==> src/sv/kuid_pkg.sv <==
package kuid_pkg;

	// Number of keys the lookup table can hold.
	localparam int TABLE_ENTRIES = 16;

	// Widths of the request fields as they arrive on the port.
	localparam int INST_IN_W   = 4;
	localparam int FUNC_IN_W   = 6;
	localparam int ZONE_IN_W   = 11;
	localparam int SECONDS_W   = 32;

	// Widths of the fields inside the packed identifier.
	localparam int INST_W      = 3;
	localparam int FUNC_W      = 5;
	localparam int ZONE_W      = 10;
	localparam int SERIAL_W    = 16;
	localparam int SEC_ID_W    = 30;
	localparam int KEY_W       = INST_W + FUNC_W + ZONE_W;
	localparam int ID_W        = INST_W + FUNC_W + ZONE_W + SERIAL_W + SEC_ID_W;

	// The stored serial has one extra bit so that it can hold the limit itself.
	localparam int SERIAL_CNT_W = SERIAL_W + 1;

	localparam int STATUS_W    = 3;

	typedef enum logic [STATUS_W-1:0] {
		ST_OK        = 3'd0,
		ST_NOT_READY = 3'd1,
		ST_TOO_BIG   = 3'd2,
		ST_BUSY      = 3'd3,
		ST_NO_ROOM   = 3'd4
	} status_t;

	typedef logic [TABLE_ENTRIES-1:0] entry_vec_t;

endpackage

==> src/sv/kuid_req_if.sv <==
interface kuid_req_if;
	import kuid_pkg::*;

	logic                 valid;
	logic                 ready;
	logic [INST_IN_W-1:0] instance_id;
	logic [FUNC_IN_W-1:0] function_id;
	logic [ZONE_IN_W-1:0] zone_number;
	logic [SECONDS_W-1:0] now_seconds;

	modport source (
		output valid, instance_id, function_id, zone_number, now_seconds,
		input  ready
	);

	modport sink (
		input  valid, instance_id, function_id, zone_number, now_seconds,
		output ready
	);

endinterface

==> src/sv/kuid_rsp_if.sv <==
interface kuid_rsp_if;
	import kuid_pkg::*;

	logic                valid;
	logic                ready;
	logic [STATUS_W-1:0] status;
	logic [ID_W-1:0]     id_value;

	modport source (
		output valid, status, id_value,
		input  ready
	);

	modport sink (
		input  valid, status, id_value,
		output ready
	);

endinterface

==> src/sv/keyed_unique_id_generator.sv <==
// Keyed unique id generator. Every request transaction on req carries an
// instance, a function and a zone number plus the current time in seconds,
// and produces exactly one response transaction on rsp with a status and a
// 64-bit id (zero unless the status is ok). Requests are range checked first
// (instance, then function, then zone); a request that passes is looked up
// in a fully associative table of TABLE_ENTRIES keys held in flip-flops. A new
// key claims the lowest free entry, or gets no_room when the table is full;
// entries are never released. Each entry keeps the last second it served and
// a serial that restarts at zero whenever the second changes, and a key that
// has already handed out 65536 ids within one second answers busy until the
// time moves on. The block takes one request per clock cycle unless rsp
// stalls: a request is registered on acceptance, the table lookup, update
// and id packing are done from the request register, and the response
// register is loaded when the request register advances. Consecutive
// requests for the same key see each other's updates without any bubble,
// because the table read and write-back share the same cycle. On an rsp
// stall the response register holds its transaction and the request
// register one more, and req.ready drops. Reset clears only valid bits, so
// the block is ready in the first cycle after reset with no clearing pass.
module keyed_unique_id_generator (
	input  logic        clk,
	input  logic        arst_n,
	kuid_req_if.sink    req,
	kuid_rsp_if.source  rsp
);
	import kuid_pkg::*;

	// Request register.
	logic                 valid_s1;
	logic [INST_IN_W-1:0] inst_s1;
	logic [FUNC_IN_W-1:0] func_s1;
	logic [ZONE_IN_W-1:0] zone_s1;
	logic [SECONDS_W-1:0] now_s1;

	// Key table. Only the valid bits are reset; an entry's other fields are
	// never looked at before the entry has been claimed.
	entry_vec_t              entry_valid_q;
	logic [KEY_W-1:0]        entry_key_q    [TABLE_ENTRIES];
	logic [SECONDS_W-1:0]    entry_second_q [TABLE_ENTRIES];
	logic [SERIAL_CNT_W-1:0] entry_serial_q [TABLE_ENTRIES];

	// Response register.
	logic            rsp_valid_q;
	status_t         status_q;
	logic [ID_W-1:0] id_q;

	// Lookup and update logic.
	logic                    advance;
	logic                    range_ok;
	status_t                 range_status;
	logic [KEY_W-1:0]        key;
	entry_vec_t              hit_vec;
	entry_vec_t              free_vec;
	entry_vec_t              first_free;
	entry_vec_t              write_vec;
	logic                    hit;
	logic [SECONDS_W-1:0]    hit_second;
	logic [SERIAL_CNT_W-1:0] hit_serial;
	logic [SERIAL_CNT_W-1:0] cur_serial;
	logic [SERIAL_CNT_W-1:0] next_serial;
	logic                    busy;
	logic                    table_write;
	status_t                 status_d;
	logic [ID_W-1:0]         id_d;

	// The request register moves on whenever the response register is empty
	// or its transaction is being taken in this cycle.
	assign advance   = valid_s1 && (!rsp_valid_q || rsp.ready);
	assign req.ready = !valid_s1 || advance;

	always_ff @(posedge clk or negedge arst_n) begin
		if (!arst_n) begin
			valid_s1 <= 1'b0;
		end else if (req.ready) begin
			valid_s1 <= req.valid;
		end
	end

	always_ff @(posedge clk) begin
		if (req.valid && req.ready) begin
			inst_s1 <= req.instance_id;
			func_s1 <= req.function_id;
			zone_s1 <= req.zone_number;
			now_s1  <= req.now_seconds;
		end
	end

	// Range checks in their fixed order: instance, function, zone. The upper
	// bit of each field set means the value is above its valid range.
	always_comb begin
		range_ok     = 1'b0;
		range_status = ST_OK;
		if (inst_s1 == '0) begin
			range_status = ST_NOT_READY;
		end else if (inst_s1[INST_IN_W-1:INST_W] != '0) begin
			range_status = ST_TOO_BIG;
		end else if (func_s1 == '0) begin
			range_status = ST_NOT_READY;
		end else if (func_s1[FUNC_IN_W-1:FUNC_W] != '0) begin
			range_status = ST_TOO_BIG;
		end else if (zone_s1[ZONE_IN_W-1:ZONE_W] != '0) begin
			range_status = ST_TOO_BIG;
		end else begin
			range_ok = 1'b1;
		end
	end

	assign key = {zone_s1[ZONE_W-1:0], func_s1[FUNC_W-1:0], inst_s1[INST_W-1:0]};

	// Parallel key compare over all entries. Keys in the table are unique, so
	// at most one entry matches and its fields can be picked with an OR mux.
	always_comb begin
		hit_second = '0;
		hit_serial = '0;
		for (int i = 0; i < TABLE_ENTRIES; i++) begin
			hit_vec[i] = entry_valid_q[i] && (entry_key_q[i] == key);
			if (hit_vec[i]) begin
				hit_second = hit_second | entry_second_q[i];
				hit_serial = hit_serial | entry_serial_q[i];
			end
		end
	end

	assign hit = |hit_vec;

	// Lowest free entry: isolate the lowest set bit of the free vector.
	assign free_vec   = ~entry_valid_q;
	assign first_free = free_vec & (~free_vec + entry_vec_t'(1));

	// A new key starts at serial zero, and so does a known key whose second
	// has moved on.
	assign cur_serial  = (hit && (hit_second == now_s1)) ? hit_serial : '0;
	assign busy        = cur_serial[SERIAL_CNT_W-1];
	assign next_serial = busy ? cur_serial : cur_serial + SERIAL_CNT_W'(1);

	always_comb begin
		table_write = 1'b0;
		status_d    = range_status;
		id_d        = '0;
		if (range_ok) begin
			if (!hit && (free_vec == '0)) begin
				status_d = ST_NO_ROOM;
			end else begin
				// A busy key still records the current second.
				table_write = 1'b1;
				if (busy) begin
					status_d = ST_BUSY;
				end else begin
					status_d = ST_OK;
					id_d     = {now_s1[SEC_ID_W-1:0], cur_serial[SERIAL_W-1:0], key};
				end
			end
		end
	end

	assign write_vec = hit ? hit_vec : first_free;

	always_ff @(posedge clk or negedge arst_n) begin
		if (!arst_n) begin
			entry_valid_q <= '0;
		end else if (advance && table_write) begin
			entry_valid_q <= entry_valid_q | write_vec;
		end
	end

	always_ff @(posedge clk) begin
		for (int i = 0; i < TABLE_ENTRIES; i++) begin
			if (advance && table_write && write_vec[i]) begin
				entry_key_q[i]    <= key;
				entry_second_q[i] <= now_s1;
				entry_serial_q[i] <= next_serial;
			end
		end
	end

	// Response register.
	always_ff @(posedge clk or negedge arst_n) begin
		if (!arst_n) begin
			rsp_valid_q <= 1'b0;
		end else if (advance) begin
			rsp_valid_q <= 1'b1;
		end else if (rsp.ready) begin
			rsp_valid_q <= 1'b0;
		end
	end

	always_ff @(posedge clk) begin
		if (advance) begin
			status_q <= status_d;
			id_q     <= id_d;
		end
	end

	assign rsp.valid    = rsp_valid_q;
	assign rsp.status   = status_q;
	assign rsp.id_value = id_q;

	// Entries are claimed for good: a valid bit never clears after reset.
	a_valid_sticky: assert property (@(posedge clk) disable iff (!arst_n)
		(($past(entry_valid_q) & ~entry_valid_q) == '0))
		else $error("table entry lost its valid bit");

	// At most one entry is claimed per request.
	a_one_claim: assert property (@(posedge clk) disable iff (!arst_n)
		($countones(entry_valid_q & ~$past(entry_valid_q)) <= 1))
		else $error("more than one table entry claimed in a cycle");

	// Stored keys are unique, so a lookup never matches two entries.
	a_unique_hit: assert property (@(posedge clk) disable iff (!arst_n)
		(valid_s1 |-> $onehot0(hit_vec)))
		else $error("key found in more than one table entry");

	// A response that is not ok carries a zero id.
	a_zero_id: assert property (@(posedge clk) disable iff (!arst_n)
		((rsp_valid_q && (status_q != ST_OK)) |-> (id_q == '0)))
		else $error("non-zero id with a failing status");

	// A table update happens only for a request that passed its range checks.
	a_write_ok: assert property (@(posedge clk) disable iff (!arst_n)
		((advance && table_write) |-> range_ok))
		else $error("table written for an out-of-range request");

endmodule
==> src/flat_wrapper.sv <==
// flat-port wrapper written by rule: the top's interface ports become plain ports
module keyed_unique_id_generator_flat import kuid_pkg::*;
  (clk, arst_n, req_valid, req_instance_id, req_function_id, req_zone_number, req_now_seconds, req_ready, rsp_valid, rsp_status, rsp_id_value, rsp_ready);
  kuid_req_if req_i ();
  kuid_rsp_if rsp_i ();
  input  logic clk;
  input  logic arst_n;
  input wire logic [$bits(req_i.valid)-1:0] req_valid;
  input wire logic [$bits(req_i.instance_id)-1:0] req_instance_id;
  input wire logic [$bits(req_i.function_id)-1:0] req_function_id;
  input wire logic [$bits(req_i.zone_number)-1:0] req_zone_number;
  input wire logic [$bits(req_i.now_seconds)-1:0] req_now_seconds;
  output wire logic [$bits(req_i.ready)-1:0] req_ready;
  output wire logic [$bits(rsp_i.valid)-1:0] rsp_valid;
  output wire logic [$bits(rsp_i.status)-1:0] rsp_status;
  output wire logic [$bits(rsp_i.id_value)-1:0] rsp_id_value;
  input wire logic [$bits(rsp_i.ready)-1:0] rsp_ready;
  assign req_i.valid = req_valid;
  assign req_i.instance_id = req_instance_id;
  assign req_i.function_id = req_function_id;
  assign req_i.zone_number = req_zone_number;
  assign req_i.now_seconds = req_now_seconds;
  assign req_ready = req_i.ready;
  assign rsp_valid = rsp_i.valid;
  assign rsp_status = rsp_i.status;
  assign rsp_id_value = rsp_i.id_value;
  assign rsp_i.ready = rsp_ready;
  keyed_unique_id_generator u_core (.clk(clk), .arst_n(arst_n), .req(req_i), .rsp(rsp_i));
endmodule
==> config.mk <==
export PLATFORM = sky130hd
export DESIGN_NAME = keyed_unique_id_generator_flat
export DESIGN_NICKNAME = d
export VERILOG_FILES = /design/src/sv/kuid_pkg.sv /design/src/sv/kuid_req_if.sv /design/src/sv/kuid_rsp_if.sv /design/src/sv/keyed_unique_id_generator.sv /design/src/flat_wrapper.sv
export SDC_FILE = /design/constraint.sdc
export NUM_CORES = 1
export LEC_CHECK = 0
export BUFFER_PORTS_ARGS = -buffer_cell sky130_fd_sc_hd__buf_4
export CAP_MARGIN = 20
export CORE_UTILIZATION = 45
export CTS_CLUSTER_SIZE = 28
export DETAILED_ROUTE_END_ITERATION = 7
export HOLD_SLACK_MARGIN = 0.06
export SKIP_CTS_REPAIR_TIMING = 1
export SYNTH_ARGS = -nofsm -noshare
export SYNTH_HDL_FRONTEND = slang
export SYNTH_SLANG_ARGS = --single-unit
==> constraint.sdc <==
create_clock -name clk -period 7.2 [get_ports clk]
set_clock_uncertainty 0.2 [all_clocks]
set_input_delay 1.08 -clock clk [delete_from_list [all_inputs] [get_ports clk]]
set_output_delay 1.08 -clock clk [all_outputs]
set_load 0.01 [all_outputs]
==> run metrics, run 1 <==
Max rail drop VDD=162 µV; Register-to-Register Path Depth=20; ANT nets after route=0; Worst EP required=7.41 ns; sequential share of power=0.527; adder-cell share of the synthesized area=0.000257; clock power share=0.443; Reg-to-Reg End=u_core.entry_serial_q[1][25]; clock sink count=1210; total track usage=0.281; Routed WL per cell=31.3 µm; Die Ht=331 µm; Post-Synth XOR/XNOR Area=0.0585; RD Place Congestion=0.864; largest family of logic cells by synthesized area=simple AND/OR/NAND/NOR gates; GR peak layer=met2; Seq/Total Area, Yosys=0.745; crit-path max FO=19; IO Pins=126; Hold Startpoint=u_core.valid_s1; simple-gate area share of the yosys netlist=0.152; Net Sw Frac=0.209; worst setup margin=0.489 ns; Clk Latency, worst-skew pair=0.74 ns; Post-DP HPWL=84.1 mm; CP endpoint kind=flop; final wirelength=154 mm; Vias/cell=6.38; unrepaired setup endpoints after global routing=false; yosys warns=0; CTS buffer count=130; root buffer selected by CTS=clkbuf_16; largest net degree at the start of global routing=68; Syn Inst Count=3206; setup TNS=0 ns; met1 GRT Util=0.380; Switch Pwr=3140 µW; 1st-iter DRT viols=4489; Cell Int Power=11900 µW; Synth Area in Compound Gates=0.0151; CP Class=flop to flop; Syn Std Cell Area=48700 µm²; PwrDens=266 nW/µm²; vias in the first global route=31376; row count=120; Slowest-stage cell, CP=nor2_1; Final min period=6.71 ns; Synth cell types=60; total iterations of the first detailed-routing run=8; WHS Endpoint=u_core.rsp.valid; die area=109000 µm²; drc violations=0; CTS tree=built; ys async rst share=0.0149; share of cells above drive strength 1=0.161; Pins Over Slew Limit=0; R2R setup slack=0.49 ns; final setup vio count=0; worst path cell trace=buf_12 > xor2_1 > nor4_1 > and4_2 > buf_4 > nand3_1 > nand4_1 > nor4_1 > xnor2_1 > nor4_1 > and3_1 > nand3_2 > nor2_1 > ha_1 > inv_1 > nor2_1 > nand2_1 > or4_1 > xnor2_1 > nor2_1; antenna violations before repair=5; GR Layer Usage met3=0.0602; Yosys reg bits=1210; Initial Util=0.454; Tcrit/Tclk final=0.932; core area=107000 µm²; nets=3491; post-layout util=0.527; crit path buf inv count=3; Hold Crit Class=flop to flop; Logic pwr share=0.030; static leakage=0.0182 µW; Critical Path AT=6.92 ns; # port buffers=125; met2 GRT Util=0.444; f_max=0.149 GHz; syn_area_per_cell=15.2 µm²; share of synthesized area spent on multiplexers=0.000206; hold path depth=1; H-tree Lvls=4; Clock Path Buffers=3; first-pass GRT wire length=219 mm; Clock transition at path regs=0.06 ns; cell family with most CP delay=simple AND/OR/NAND/NOR gates; total congestion overflow=0; status=finished clean; number of max-cap violations=0; RR Startpoint=u_core.zone_s1[4]; Top FF cell, synth=edfxtp_1; via count=31465; CP peak stage delay=0.72 ns; Worst setup SP type=flop; Final Hold Viols=0; Synthesized Nets=3264; Worst-Margin Slew=1.17 ns; Slew HR=0.213; Placement Setup Slack=0.720 ns; Die X=331 µm; Post-synth EDFFs=1192; Area growth syn-to-layout=16.0%
[flip-flops by register name (all words and copies together) (netlist names)]
signal,flops
u_core.entry_serial_q,272
u_core.entry_valid_q,16
u_core.func_s1,6
u_core.valid_s1,1
u_core.rsp.valid,1
u_core.rsp.id_value,64
u_core.now_s1,32
u_core.zone_s1,11
u_core.rsp.status,3
u_core.entry_key_q,288
u_core.inst_s1,4
u_core.entry_second_q,512
[cells by family after synthesis]
| kind of cell | count (synthesis) |
|---|---|
| compound gates | 98 |
| xor+xnor | 325 |
| fa+ha+maj | 1 |
| buf+inv | 237 |
| flops | 1210 |
| mux | 1 |
| simple gates | 1334 |
[power groups by stage]
| stage | registers [µW] | clock network, µW | logic, µW |
|---|---|---|---|
| global placement | 8060 | 0 | 444 |
| global route | 7920 | 6970 | 480 |
| detailed placement | 8060 | 0 | 452 |
| finish | 7920 | 6640 | 449 |
| CTS | 7910 | 6710 | 454 |
| floorplan | 8050 | 0 | 232 |
[cell usage in the layout (no fill, tap or decap), types with 5 or more instances in the layout]
master,netlist,final
nor3_4,4,6
or4_1,6,6
o2111ai_1,14,14
nor3_1,28,10
buf_4,15,255
and3_1,53,52
inv_6,0,7
a22oi_1,38,38
inv_1,29,29
buf_12,0,43
clkinv_2,0,17
and2_1,12,10
and2_0,6,6
nand3_1,716,716
nor4_1,77,73
nand4_1,260,260
nor3_2,6,22
nand2b_1,16,16
clkinv_1,0,22
a21oi_4,0,9
or2_1,15,15
o211ai_1,5,5
xor2_1,30,30
edfxtp_1,1192,1192
clkbuf_16,0,133
nand2_1,38,38
dfrtp_1,18,18
nor2_1,54,40
clkbuf_1,66,22
nor4_2,5,9
or3_1,8,8
nor2_4,0,17
a221oi_1,6,6
bufinv_16,0,14
clkinvlp_4,0,5
a21oi_1,16,7
xnor2_1,295,295
[layout make-up]
type                       count  area (µm²)
fill                        8736       50700
timing repair buffer         303        2810
inverter                      29         109
antenna                        1        2.50
tap                         1403        1760
multi-input combinational   1759       11400
sequential                  1210       36200
clock buffer                 155        3410
clock inverter                70         768
[synthesized netlist by cell type, types with 5 or more instances]
cell | number | area, µm²
edfxtp_1 | 1192 | 35800
nand3_1 | 716 | 3580
xnor2_1 | 295 | 2580
nand4_1 | 260 | 1630
nor4_1 | 77 | 482
buf_2 | 67 | 335
clkbuf_1 | 66 | 248
nor2_1 | 54 | 203
and3_1 | 53 | 332
buf_6 | 46 | 518
a22oi_1 | 38 | 285
nand2_1 | 38 | 143
xor2_1 | 30 | 263
inv_1 | 29 | 109
nor3_1 | 28 | 140
dfrtp_1 | 18 | 450
a21oi_1 | 16 | 80.1
nand2b_1 | 16 | 100
buf_4 | 15 | 113
or2_1 | 15 | 93.8
o2111ai_1 | 14 | 123
and2_1 | 12 | 75.1
buf_1 | 8 | 30.0
or3_1 | 8 | 50.1
a221oi_1 | 6 | 52.6
and2_0 | 6 | 37.5
buf_8 | 6 | 90.1
nor3_2 | 6 | 60.1
or4_1 | 6 | 45.0
nor4_2 | 5 | 62.6
o211ai_1 | 5 | 37.5
[how the worst max path moves through the flow]
stage | startpoint | to | slack, ns | depth (start not counted)
after global placement | u_core.zone_s1[4] | u_core.entry_serial_q[2][25] | 0.77 | 20
after global routing | u_core.zone_s1[4] | u_core.entry_serial_q[3][59] | 0.25 | 20
after floorplan | rsp_ready | u_core.entry_key_q[0][100] | -0.03 | 5
after detailed placement | u_core.zone_s1[4] | u_core.entry_serial_q[0][25] | 0.72 | 20
final | u_core.zone_s1[4] | u_core.entry_serial_q[1][25] | 0.49 | 20
after CTS | u_core.zone_s1[4] | u_core.entry_serial_q[1][42] | 0.68 | 20
[routing by layer]
layer | wire, µm | share of wire
met1 | 59100 | 0.38
met2 | 71700 | 0.47
met5 | 27 | 0.00018
met3 | 17500 | 0.11
met4 | 5920 | 0.038
[metrics by stage]
step / total power (µW) / hold slack [ns] / std cells / area, µm²
CTS: 15100 / 0.0321 / 4926 / 56400
floorplan: 8280 / 0.249 / 3206 / 48700
global route: 15400 / 0.289 / 4929 / 56500
detailed placement: 8510 / 0.289 / 4701 / 52200
global placement: 8500 / 0.271 / 4698 / 52200
finish: 15000 / 0.308 / 4930 / 56500
Note: power is estimated with default switching activity, not from simulation.
==> inputs of run 2 (changes only) <==
clock period = 5.9 ns   (was 7.2 ns; I/O delays follow)
==> run 2 against run 1 <==
Die area did not move. Clock power rose by 21%. Global-route usage is 0.20 points higher. Sequential share of layout area decreased by 1.2 points. Utilization increased by 0.99 points. Critical path type unchanged. Critical endpoint is now u_core.entry_serial_q[2][42]. Highest routed layer unchanged.
==> run metrics, run 2 (synthesized netlist as in run 1, its figures left out) <==
status=finished clean (unchanged); clock sink count=1210 (unchanged); Post-DP HPWL=87.0 mm (was 84.1 mm); ANT nets after route=0 (unchanged); 1st-iter DRT viols=4564 (was 4489); CP Class=flop to flop (unchanged); RD Place Congestion=0.902 (was 0.864); CTS buffer count=133 (was 130); Placed Area=53300 µm² (was 52200 µm²); Routed WL per cell=30.9 µm (was 31.3 µm); row count=120 (unchanged); Hold Crit Class=input port to flop (was flop to flop); Total Power Consumption=18300 µW (was 15000 µW); CTS tree=built (unchanged); drc violations=0 (unchanged); total iterations of the first detailed-routing run=6 (was 8); GR peak layer=met2 (unchanged); die area=109000 µm² (unchanged); Largest regs=u_core.entry_second_q (512), u_core.entry_key_q (288), u_core.entry_serial_q (272) (unchanged); met1 GRT Util=0.384 (was 0.380); crit-path max FO=33 (was 19); Vias/cell=6.40 (was 6.38); final setup vio count=0 (unchanged); share of cells above drive strength 1=0.180 (was 0.161); commonest non-fill, non-tap cell in the layout=edfxtp_1 (unchanged); max reg flops=512 (unchanged); Clock transition at path regs=0.06 ns (about the same); antenna violations before repair=5 (unchanged); Area growth syn-to-layout=18.2% (was 16.0%); Die Ht=331 µm (unchanged); unrepaired setup endpoints after global routing=false (unchanged); Tcrit/Tclk final=0.964 (was 0.932); f_max=0.176 GHz (was 0.149 GHz); most frequent cells in the layout=edfxtp_1, nand3_1, buf_4 (was edfxtp_1, nand3_1, xnor2_1); Die X=331 µm (unchanged); PwrDens=318 nW/µm² (was 266 nW/µm²); first-pass GRT wire length=222 mm (was 219 mm); Placement Setup Slack=-0.0834 ns (was 0.720 ns); number of diodes=0 (was 1); via count=32141 (was 31465); Final Hold Viols=0 (unchanged); Critical Path AT=5.92 ns (was 6.92 ns); total congestion overflow=0 (unchanged); # port buffers=125 (unchanged); Slew HR=0.217 (was 0.213); number of max-cap violations=0 (unchanged); Initial Util=0.454 (unchanged); Final min period=5.69 ns (was 6.71 ns); vias in the first global route=32151 (was 31376); Worst setup SP type=flop (unchanged); Worst EP required=6.13 ns (was 7.41 ns); largest net degree at the start of global routing=68 (unchanged); met2 GRT Util=0.441 (was 0.444); worst setup margin=0.213 ns (was 0.489 ns); Worst-Margin Slew=1.14 ns (was 1.17 ns); final wirelength=155 mm (was 154 mm); nets=3575 (was 3491); IO Pins=126 (unchanged); root buffer selected by CTS=clkbuf_16 (unchanged); Clk Latency, worst-skew pair=0.73 ns (was 0.74 ns); R2R setup slack=0.21 ns (was 0.49 ns); GR Layer Usage met3=0.0624 (was 0.0602); Pins Over Slew Limit=0 (unchanged); CP endpoint kind=flop (unchanged); Max rail drop VDD=206 µV (was 162 µV); static leakage=0.0188 µW (was 0.0182 µW); Largest Register=u_core.entry_second_q (unchanged); H-tree Lvls=4 (unchanged); total track usage=0.283 (was 0.281); Clock Path Buffers=3 (unchanged); core area=107000 µm² (unchanged); Final Instance Area=57500 µm² (was 56500 µm²)
==> run 2: power breakdown <==
part / internal [µW] / leakage, µW / switching (µW)
Clock: 4670 / 0.00205 / 3360
Combinational: 230 / 0.00542 / 382
Sequential: 9530 / 0.0114 / 91.6
Total: 14400 / 0.0188 / 3840
==> run 2: critical path: stages (launching register included) <==
cell and delay [ns]:
edfxtp_1 0.59, buf_4 0.28, xnor2_1 0.20, nand4_1 0.13, nor3_2 0.40, buf_12 0.35
nand3_1 0.12, nand4_1 0.14, nor4_1 0.08, xnor2_1 0.25, nor4_1 0.43, and4_1 0.25
buf_4 0.14, nand3_2 0.12, nor2_1 0.14, ha_1 0.27, inv_1 0.08, nor2_1 0.16
nand2_1 0.10, or4_1 0.45, xnor2_1 0.35, nor2_4 0.14
==> run 2: layout make-up <==
type / count / area (µm²)
tap: 1403 / 1760
fill: 8665 / 49700
clock buffer: 169 / 3560
sequential: 1210 / 36200
timing repair buffer: 384 / 3850
multi-input combinational: 1759 / 11400
clock inverter: 71 / 632
inverter: 29 / 109
==> run 2: path summary, 6_finish.rpt <==
kind                                     from                      endpoint  cells after the start
hold reg to reg               u_core.valid_s1              u_core.rsp.valid                      1
min in group asynchronous              arst_n      u_core.entry_valid_q[15]                      2
setup reg to reg            u_core.zone_s1[6]  u_core.entry_serial_q[2][42]                     21
hold / removal             req_now_seconds[1]              u_core.now_s1[1]                      1
max in group asynchronous              arst_n       u_core.entry_valid_q[3]                      2
setup / recovery            u_core.zone_s1[6]  u_core.entry_serial_q[2][42]                     21
==> run 2: metrics by stage <==
step	std cells	setup TNS, ns	hold slack (ns)	util
floorplan	3206	-952.91	0.249	-
global placement	4779	0	0.272	0.496
detailed placement	4781	-1.33	0.284	0.497
CTS	5021	-2.83	-0.152	0.536
global route	5025	0	0.102	0.537
finish	5025	0	0.128	0.537
==> run 2: routing by layer <==
| layer | share of wire | vias up |
|---|---|---|
| li1 | - | 13158 |
| met1 | 0.39 | 16282 |
| met2 | 0.46 | 2253 |
| met3 | 0.11 | 442 |
| met4 | 0.045 | 6 |
| met5 | 0.00030 | - |
